--- config.mk ---
export PLATFORM = sky130hd
export DESIGN_NAME = tdhb_mem
export DESIGN_NICKNAME = d
export VERILOG_FILES = /design/src/rtl/two_d_histogram_binner_assert.svh /design/src/rtl/tdhb_mem.sv
export SDC_FILE = /design/constraint.sdc
export NUM_CORES = 1
export LEC_CHECK = 0
export BUFFER_PORTS_ARGS = -buffer_cell sky130_fd_sc_hd__buf_2
export CORE_ASPECT_RATIO = 1.4
export CORE_UTILIZATION = 35
export DETAILED_ROUTE_END_ITERATION = 16
export GPL_TIMING_DRIVEN = 1
export SYNTH_ARGS = -nofsm -noshare
export SYNTH_HDL_FRONTEND = slang
export SYNTH_SLANG_ARGS = --single-unit
--- constraint.sdc ---
create_clock -name clk_i -period 2.15 [get_ports clk_i]
set_clock_uncertainty 0.05 [all_clocks]
set_input_delay 0 -clock clk_i [delete_from_list [all_inputs] [get_ports clk_i]]
set_output_delay 0 -clock clk_i [all_outputs]
set_load 0.05 [all_outputs]
--- src/rtl/two_d_histogram_binner_assert.svh ---
// Assertion helpers for the two-dimensional histogram binner.
`ifndef TWO_D_HISTOGRAM_BINNER_ASSERT_SVH
`define TWO_D_HISTOGRAM_BINNER_ASSERT_SVH

// Same-cycle implication, held off during reset.
`define TDHB_ASSERT_NOW(label, clk, rst_n, pre, post) \
  label: assert property (@(posedge clk) disable iff (!(rst_n)) (pre) |-> (post)) \
    else $error("histogram binner check failed");

// Next-cycle implication, held off during reset.
`define TDHB_ASSERT_NEXT(label, clk, rst_n, pre, post) \
  label: assert property (@(posedge clk) disable iff (!(rst_n)) (pre) |=> (post)) \
    else $error("histogram binner check failed");

`endif

--- src/rtl/tdhb_mem.sv ---
module tdhb_mem #(
  parameter int unsigned DEPTH = 4,
  parameter int unsigned AW    = 2,
  parameter int unsigned DW    = 16
) (
  input  logic          clk_i,
  input  logic          we_i,
  input  logic [AW-1:0] waddr_i,
  input  logic [DW-1:0] wdata_i,
  input  logic          re_i,
  input  logic [AW-1:0] raddr_i,
  output logic [DW-1:0] rdata_o
);

  logic [DW-1:0] mem [DEPTH];
  logic [DW-1:0] rdata_q;

  always_ff @(posedge clk_i) begin
    if (we_i) begin
      mem[waddr_i] <= wdata_i;
    end
  end

  always_ff @(posedge clk_i) begin
    if (re_i) begin
      rdata_q <= mem[raddr_i];
    end
  end

  assign rdata_o = rdata_q;

endmodule

==> impl_metrics.toml <==
[floorplanning]
die-area_um2 = 8540
core-area_um2 = 7850
initial_core_util = 0.364
row_count = 38
num_io_pins = 39
die_h_um = 109
die_w_um = 78.4

[routing]
first_iter_violations = 35
vias = 1267
vias_per_cell = 4.62
postRouteAntennaNets = 0
wl_mm = 4.72
routedWlPerCell_um = 17.2
drcViolationCount = 0
firstDrtPassIters = 4

[timing]
finalSetupTns_ns = 0
worstMarginPinSlew_ns = 0.543
rsz0062_at_grt = "false"
hold_violations = 0
drv_slew = 0
holdWs_ns = 0.0577
slew_headroom = 0.638
fmax_mhz = 832
fin_crit_sh = 0.559
finalCriticalPeriod_ns = 1.20
setup_viol = 0

[setup_path]
cp_slowest_cell = "mux4_1"
crit_arrival_ns = 1.23
crit_fanout = 1
crit_family = "multiplexers"
path_cells = "mux4_1"
max_stage_delay_ns = 0.51
cp-start-kind = "register"
crit_path_end_kind = "register"
worst-path-buf-inv = 0
cp.required_ns = 2.18
path_class = "register to register"

[outcome]
outcome = "completed"

[power]
ir_worst_vdd_v = 0.000492
powerDensity_nw_per_um2 = 861
p_leak_uw = 0.00121

[clock_tree]
clk_pin_slew_worst_paths_ns = 0.08
clkSinkCount = 80
cts_max_path_buffers = 2
holdBufCountCts = 16
cts_buffers = 9
clock_latency_ns = 0.35
cts-resized-gates = 0
cts_tree = "built"
post_cts_buffers = 0
h-tree-depth = 3
cts-root-buf = "clkbuf_8"

[final_layout]
fin_nets = 192
antenna_cells = 0
area_growth_pct = 22.1
multiInputGateArea_um2 = 419
finalInstanceArea_um2 = 3490
ff_latch_area_um2 = 2400
layout-drive-gt1-share = 0.391
fillerInstances = 654

[global_route]
grt_pass1_vias = 1414
grt_pass1_wl_mm = 7.38
antenna_found_initial = 0
grtUsageTotal = 0.128
grt_overflow = 0
grt_max_degree = 17

[yosys]
netlist_area_um2 = 2860
yosys_warnings = 0
ys_ff_latch = 80
synth_cell_types = 9
synth_nets = 127
ys_seq_area_frac = 0.841
synth_cells = 104
syn_avg_cell_area_um2 = 27.5

[placed_design]
place_area_um2 = 3170
hpwl_mm = 2.90
gp_congestion = 0.605
portBuffers = 38

[run]
drv_cap = 0

[worst_hold_path]
hold_class = "primary input to register"
[layout make-up]
type                       count  share of cell area
multi-input combinational     20               0.120
timing repair buffer          58               0.109
sequential                    80               0.688
clock buffer                   9              0.0355
clock inverter                 7              0.0111
tap                          100              0.0359
[stage by stage]
step                total power (uW)  cells   util  worst slack, ns
CTS                             3040    274  0.445            0.938
detailed placement              2110    242  0.404            0.717
global placement                2090    242  0.404            0.755
global route                    3140    274  0.445            0.913
finish                          3000    274  0.445            0.948
floorplan                       2020    104      -            0.434
[cell usage after synthesis]
library cell	count	area, um^2
buf_12	1	20.0
mux4_2	10	225
edfxtp_1	80	2400
mux4_1	6	158
buf_2	2	10.0
and3b_1	2	17.5
and3_1	1	6.26
nor3b_1	1	7.51
buf_6	1	11.3
[routing by layer]
layer,part of all wire,vias up,track usage
li1,-,584,-
met1,0.39,644,0.139
met2,0.54,33,0.217
met3,0.045,6,0.0435
met4,0.020,0,0.0754
met5,0,-,0
[flip-flops by register name, indices dropped and copies added (netlist names)]
name / cells
mem: 64
rdata_o: 16
[cell families (layout without fill, tap and decap cells)]
kind of cell  after synthesis  in the layout  share of synthesized area
flops                      80             80                      0.841
simple gates                4              4                     0.0109
buf+inv                     4             74                     0.0144
mux                        16             16                      0.134
[placed cells by master, fill, tap and decap left out]
cell / count
and3_1: 1
and3b_1: 2
buf_2: 38
buf_4: 4
clkbuf_8: 9
clkinv_1: 1
clkinv_2: 4
clkinvlp_4: 2
dlygate4sd3_1: 16
edfxtp_1: 80
mux4_1: 6
mux4_2: 10
nor3b_2: 1
[final timing paths]
kind | start | slack, ns | cells after the start | end
max | mem[1][2] | 0.95 | 1 | rdata_o[2]
min | re_i | 0.06 | 1 | rdata_o[8]
max reg2reg | mem[1][2] | 0.95 | 1 | rdata_o[2]
min reg2reg | mem[0][4] | 0.58 | 1 | rdata_o[4]
[power by group]
group | switching (uW) | internal (uW) | leakage (uW)
combinational | 161 | 96.5 | 0.000387
clock | 511 | 406 | 0.0000822
sequential | 19.3 | 1810 | 0.000744
total | 691 | 2310 | 0.00121
(Power assumes the default switching activity.)
