File: config.mk
export PLATFORM = sky130hd
export DESIGN_NAME = tdhb_div
export DESIGN_NICKNAME = d
export VERILOG_FILES = /design/src/rtl/two_d_histogram_binner_assert.svh /design/src/rtl/tdhb_pkg.sv /design/src/rtl/tdhb_div.sv
export SDC_FILE = /design/constraint.sdc
export NUM_CORES = 1
export LEC_CHECK = 0
export ABC_AREA = 1
export BUFFER_PORTS_ARGS = -buffer_cell sky130_fd_sc_hd__buf_2
export CAP_MARGIN = 20
export CELL_PAD_IN_SITES_DETAIL_PLACEMENT = 2
export CELL_PAD_IN_SITES_GLOBAL_PLACEMENT = 2
export CORE_ASPECT_RATIO = 0.75
export CORE_MARGIN = 2
export CORE_UTILIZATION = 33
export CTS_CLUSTER_SIZE = 24
export DETAILED_ROUTE_END_ITERATION = 7
export PLACE_DENSITY_LB_ADDON = 0.1
export SYNTH_ARGS = -nofsm -noshare
export SYNTH_HDL_FRONTEND = slang
export SYNTH_SLANG_ARGS = --single-unit
File: constraint.sdc
create_clock -name clk_i -period 5.6 [get_ports clk_i]
set_input_delay 0.28 -clock clk_i [delete_from_list [all_inputs] [get_ports clk_i]]
set_output_delay 0.28 -clock clk_i [all_outputs]
set_load 0.05 [all_outputs]
File: src/rtl/two_d_histogram_binner_assert.svh
// Assertion helpers for the two-dimensional histogram binner.
`ifndef TWO_D_HISTOGRAM_BINNER_ASSERT_SVH
`define TWO_D_HISTOGRAM_BINNER_ASSERT_SVH

// Same-cycle implication, held off during reset.
`define TDHB_ASSERT_NOW(label, clk, rst_n, pre, post) \
  label: assert property (@(posedge clk) disable iff (!(rst_n)) (pre) |-> (post)) \
    else $error("histogram binner check failed");

// Next-cycle implication, held off during reset.
`define TDHB_ASSERT_NEXT(label, clk, rst_n, pre, post) \
  label: assert property (@(posedge clk) disable iff (!(rst_n)) (pre) |=> (post)) \
    else $error("histogram binner check failed");

`endif

File: src/rtl/tdhb_pkg.sv
package tdhb_pkg;

  localparam int unsigned BINS_X_DEF = 512;
  localparam int unsigned BINS_Y_DEF = 512;
  localparam int unsigned COUNT_BITS = 16;
  localparam int unsigned SAMPLE_W   = 32;
  localparam int unsigned BIN_W      = 9;
  localparam int unsigned CFG_IDX_W  = 2;

  localparam logic [SAMPLE_W-1:0] LOW_RESET  = 32'd0;
  localparam logic [SAMPLE_W-1:0] HIGH_RESET = 32'd65536;

  typedef enum logic [1:0] {
    MODE_CLEAR = 2'd0,
    MODE_ADD   = 2'd1,
    MODE_READ  = 2'd2,
    MODE_NONE  = 2'd3
  } mode_e;

  typedef enum logic [CFG_IDX_W-1:0] {
    CFG_LOW_X  = 2'd0,
    CFG_HIGH_X = 2'd1,
    CFG_LOW_Y  = 2'd2,
    CFG_HIGH_Y = 2'd3
  } cfg_idx_e;

  typedef enum logic [7:0] {
    S_SWEEP = 8'b0000_0001,
    S_IDLE  = 8'b0000_0010,
    S_PREP  = 8'b0000_0100,
    S_DIV   = 8'b0000_1000,
    S_ADDR  = 8'b0001_0000,
    S_READ  = 8'b0010_0000,
    S_MOD   = 8'b0100_0000,
    S_DONE  = 8'b1000_0000
  } state_e;

  typedef enum logic [3:0] {
    D_IDLE = 4'b0001,
    D_MUL  = 4'b0010,
    D_LOAD = 4'b0100,
    D_ITER = 4'b1000
  } div_state_e;

  typedef struct packed {
    logic [1:0]          mode;
    logic [SAMPLE_W-1:0] sample_x;
    logic [SAMPLE_W-1:0] sample_y;
    logic [BIN_W-1:0]    read_bin_x;
    logic [BIN_W-1:0]    read_bin_y;
  } in_t;

  typedef struct packed {
    logic [COUNT_BITS-1:0] bin_count;
    logic                  accepted;
    logic [BIN_W-1:0]      bin_x;
    logic [BIN_W-1:0]      bin_y;
  } out_t;

endpackage

File: src/rtl/tdhb_div.sv
// Restoring divider: quot = floor(BINS * off / range), with off < range.
module tdhb_div #(
  parameter int unsigned BINS = 512,
  parameter int unsigned QW   = $clog2(BINS)
) (
  input  logic          clk_i,
  input  logic          rst_ni,
  input  logic          start_i,
  input  logic [31:0]   off_i,
  input  logic [31:0]   range_i,
  output logic          busy_o,
  output logic [QW-1:0] quot_o
);

  localparam int unsigned PW = 32 + QW;
  localparam int unsigned CW = $clog2(QW + 1);

  tdhb_pkg::div_state_e state_q, state_d;
  logic [PW-1:0] prod_q;
  logic [31:0]   rem_q;
  logic [QW-1:0] lo_q;
  logic [QW-1:0] quot_q;
  logic [CW-1:0] cnt_q;
  logic [32:0]   trial;
  logic          fits;

  // One quotient bit per step: shift in the next product bit, try to subtract.
  assign trial = {rem_q, lo_q[QW-1]};
  assign fits  = trial >= {1'b0, range_i};

  always_comb begin
    state_d = state_q;
    unique case (state_q)
      tdhb_pkg::D_IDLE: if (start_i) state_d = tdhb_pkg::D_MUL;
      tdhb_pkg::D_MUL:  state_d = tdhb_pkg::D_LOAD;
      tdhb_pkg::D_LOAD: state_d = tdhb_pkg::D_ITER;
      tdhb_pkg::D_ITER: if (cnt_q == CW'(1)) state_d = tdhb_pkg::D_IDLE;
      default:          state_d = tdhb_pkg::D_IDLE;
    endcase
  end

  always_ff @(posedge clk_i or negedge rst_ni) begin
    if (!rst_ni) begin
      state_q <= tdhb_pkg::D_IDLE;
      cnt_q   <= '0;
    end else begin
      state_q <= state_d;
      if (state_q == tdhb_pkg::D_LOAD) begin
        cnt_q <= CW'(QW);
      end else if (state_q == tdhb_pkg::D_ITER) begin
        cnt_q <= cnt_q - CW'(1);
      end
    end
  end

  always_ff @(posedge clk_i) begin
    unique case (state_q)
      tdhb_pkg::D_MUL: begin
        prod_q <= PW'(off_i) * PW'(BINS);
      end
      tdhb_pkg::D_LOAD: begin
        rem_q  <= prod_q[PW-1:QW];
        lo_q   <= prod_q[QW-1:0];
        quot_q <= '0;
      end
      tdhb_pkg::D_ITER: begin
        rem_q  <= fits ? 32'(trial - {1'b0, range_i}) : trial[31:0];
        lo_q   <= lo_q << 1;
        quot_q <= (quot_q << 1) | QW'(fits);
      end
      default: begin
      end
    endcase
  end

  assign busy_o = state_q != tdhb_pkg::D_IDLE;
  assign quot_o = quot_q;

endmodule

==> impl_metrics.yaml <==
worst_setup_path:
  crit_type: "reg2reg"
  critPathMaxFanout: 32
  startpoint_type: "register"
  cp.arrival_ps: 3320
  worst_setup_path_end_kind: "register"
  crit_required_ps: 5710
clock_network:
  worstSkewPairLatency_ps: 350
  clock-sinks: 81
  root_buffer: "clkbuf_16"
  post_cts_buffers: 0
  numCtsBuffers: 9
  cts_hold_buf: 1
  h-tree-depth: 3
  postCtsResizedCells: 0
  cts_buffer_depth: 2
  cts_tree: "done"
  path_clk_slew_ps: 70
final_layout:
  final_common_cell: "nand2_1"
  n_fill_cell: 2170
  drive_gt1_share_pct: 12.74
  finalInstanceArea_mm2: 0.006994
  final_util_pct: 39.38
  antennaDiodeCount: 0
  area_growth_pct: 16.00
  mostFrequentLayoutCells: "nand2_1, inv_1, buf_2, edfxtp_1, nand3_1"
  layout.nets: 1023
placement:
  io_buffers: 76
  place_congestion: 0.8550
  place_ws_ps: 2241
  detailedPlacementHpwl_um: 16140
  placed_area_mm2: 0.006668
logic_synthesis:
  yosys_warnings: 0
  synth_seq_cells: 81
  synth_area_leader_cell: "edfxtp_1"
  ys_top_cells_by_area: "edfxtp_1, nand2_1, inv_1"
  synthArstFlopShare_pct: 9.877
  synth_edf_count: 73
  syn_inst: 843
  yosys.cell_types.count: 33
  avgSynthCellArea_um2: 7.152
  seq_area_frac_synth_pct: 39.70
  synth_nets: 945
  yosysTopAreaCellShare_pct: 36.36
  synth_ff_type: "edfxtp_1"
  syn_area_mm2: 0.006030
drt:
  drt_pass1_iterations: 4
  drt_iter0_markers: 234
  postRouteAntennaNets: 0
  vias_per_cell: 4.855
  post_drt_wl_per_cell_um: 17.73
  routed_wl_um: 20710
  drc: 0
  vias: 5671
outcome:
  status: "complete, no violations"
sta:
  final.setup_skew_ps: 9.825
  finalHoldViolations: 0
  rsz0062_at_grt: "no"
  finalSetupViolations: 0
  finalSetupTns_ps: 0
  fmax_mhz: 311.6
  maxSlewViolCount: 0
  max_slew_margin_pct: 40.08
  fin_crit_ps: 3209
  worst_slew_pin_slew_ps: 897.5
  setup_slack_ps: 2391
  min_period_over_period_pct: 57.31
power:
  power_mw: 2.475
  p_leak_nw: 3.572
  vdd_drop_max_uv: 154.5
  p_per_area_mw_per_mm2: 353.9
global_routing:
  grt_usage_pct: 22.83
  grt_pass1_vias: 6350
  antenna_found_initial: 0
  grt_start_max_net_pins: 44
  grt_pass1_wl_um: 33840
  overflow: 0
die:
  initial_utilization_pct: 33.95
  ios: 77
  die_y_um: 121.1
  rows: 42
  coreArea_mm2: 0.01776
  fp.dieArea_mm2: 0.01938
  die_w_um: 160.1
flow_run:
  drv_cap: 0
worst_hold_path:
  hold_path_class: "in2reg"
through the flow:
step / hold slack (ps) / cells
after floorplan: -15.59 / 843
after global placement: 129.6 / 1150
after detailed placement: 139.4 / 1150
after CTS: 84.83 / 1167
after global routing: 81.67 / 1168
final: 100.3 / 1168
state kept, by name, summed over array words and instances, names as in the netlist:
name and cells:
cnt_q 4, prod_q 32, rem_q 32, quot_o 9
state_q 4
power by group:
part           switching, mW  leakage (nW)  internal, mW
logic                  0.683          2.66         0.304
registers             0.0573         0.767         0.827
clock network          0.269         0.148         0.335
total                   1.01          3.57          1.47
worst max-delay path, stage by stage, from the launching register on:
cell	delay (ps)
edfxtp_1	400
ha_1	400
a21oi_1	290
nor2_1	70
nor3_1	260
nand3_2	180
nor2_8	420
nand2_4	370
nand2_2	330
nand2_1	80
nand2_1	90
nand2_1	70
path summary, 6_finish.rpt:
check | startpoint | to | slack, ps | cells after the start
max | rem_q[29] | rem_q[27] | 2390 | 11
min | off_i[4] | prod_q[13] | 100 | 1
max reg2reg | rem_q[29] | rem_q[27] | 2390 | 11
min reg2reg | state_q[3] | state_q[2] | 520 | 1
max in group asynchronous | rst_ni | state_q[0] | 5030 | 2
min in group asynchronous | rst_ni | cnt_q[3] | 320 | 2
metal layers:
layer	track usage [%]	vias to the layer above	routed length, um
li1	-	2801	-
met1	30.32	2753	10030
met2	38.58	88	9525
met3	3.691	29	719
met4	6.700	0	428
met5	0	-	0
kinds of logic (layout without fill, tap and decap cells):
| logic type | Yosys count | count (layout) | synth area share [%] |
|---|---|---|---|
| xor gates and xnor gates | 14 | 14 | 2.034 |
| DFF | 81 | 81 | 39.70 |
| and+or+nand+nor | 521 | 521 | 37.62 |
| adders and majority gates | 35 | 35 | 7.387 |
| buffers and inverters | 162 | 245 | 10.58 |
| AOI/OAI and AO/OA | 30 | 30 | 2.677 |
Yosys cell counts (7+ instances only):
library cell / n
dfrtp_1: 7
nor3_1: 7
xnor2_1: 13
nand3_1: 66
inv_1: 145
edfxtp_1: 73
ha_1: 34
nand3b_1: 29
nor2_1: 61
a21oi_1: 19
nand2_1: 330
area by class of cell:
class	instances	area [um^2]	area share, %
multi-input cells	600	3013	43.08
flip-flops and latches	81	2394	34.22
inverters	148	555.5	7.943
repair buffers	81	432.9	6.190
well taps	242	302.8	4.329
clock buffers	11	254.0	3.631
clock inverters	5	42.54	0.6082
Power figures use the tool's default switching activity.
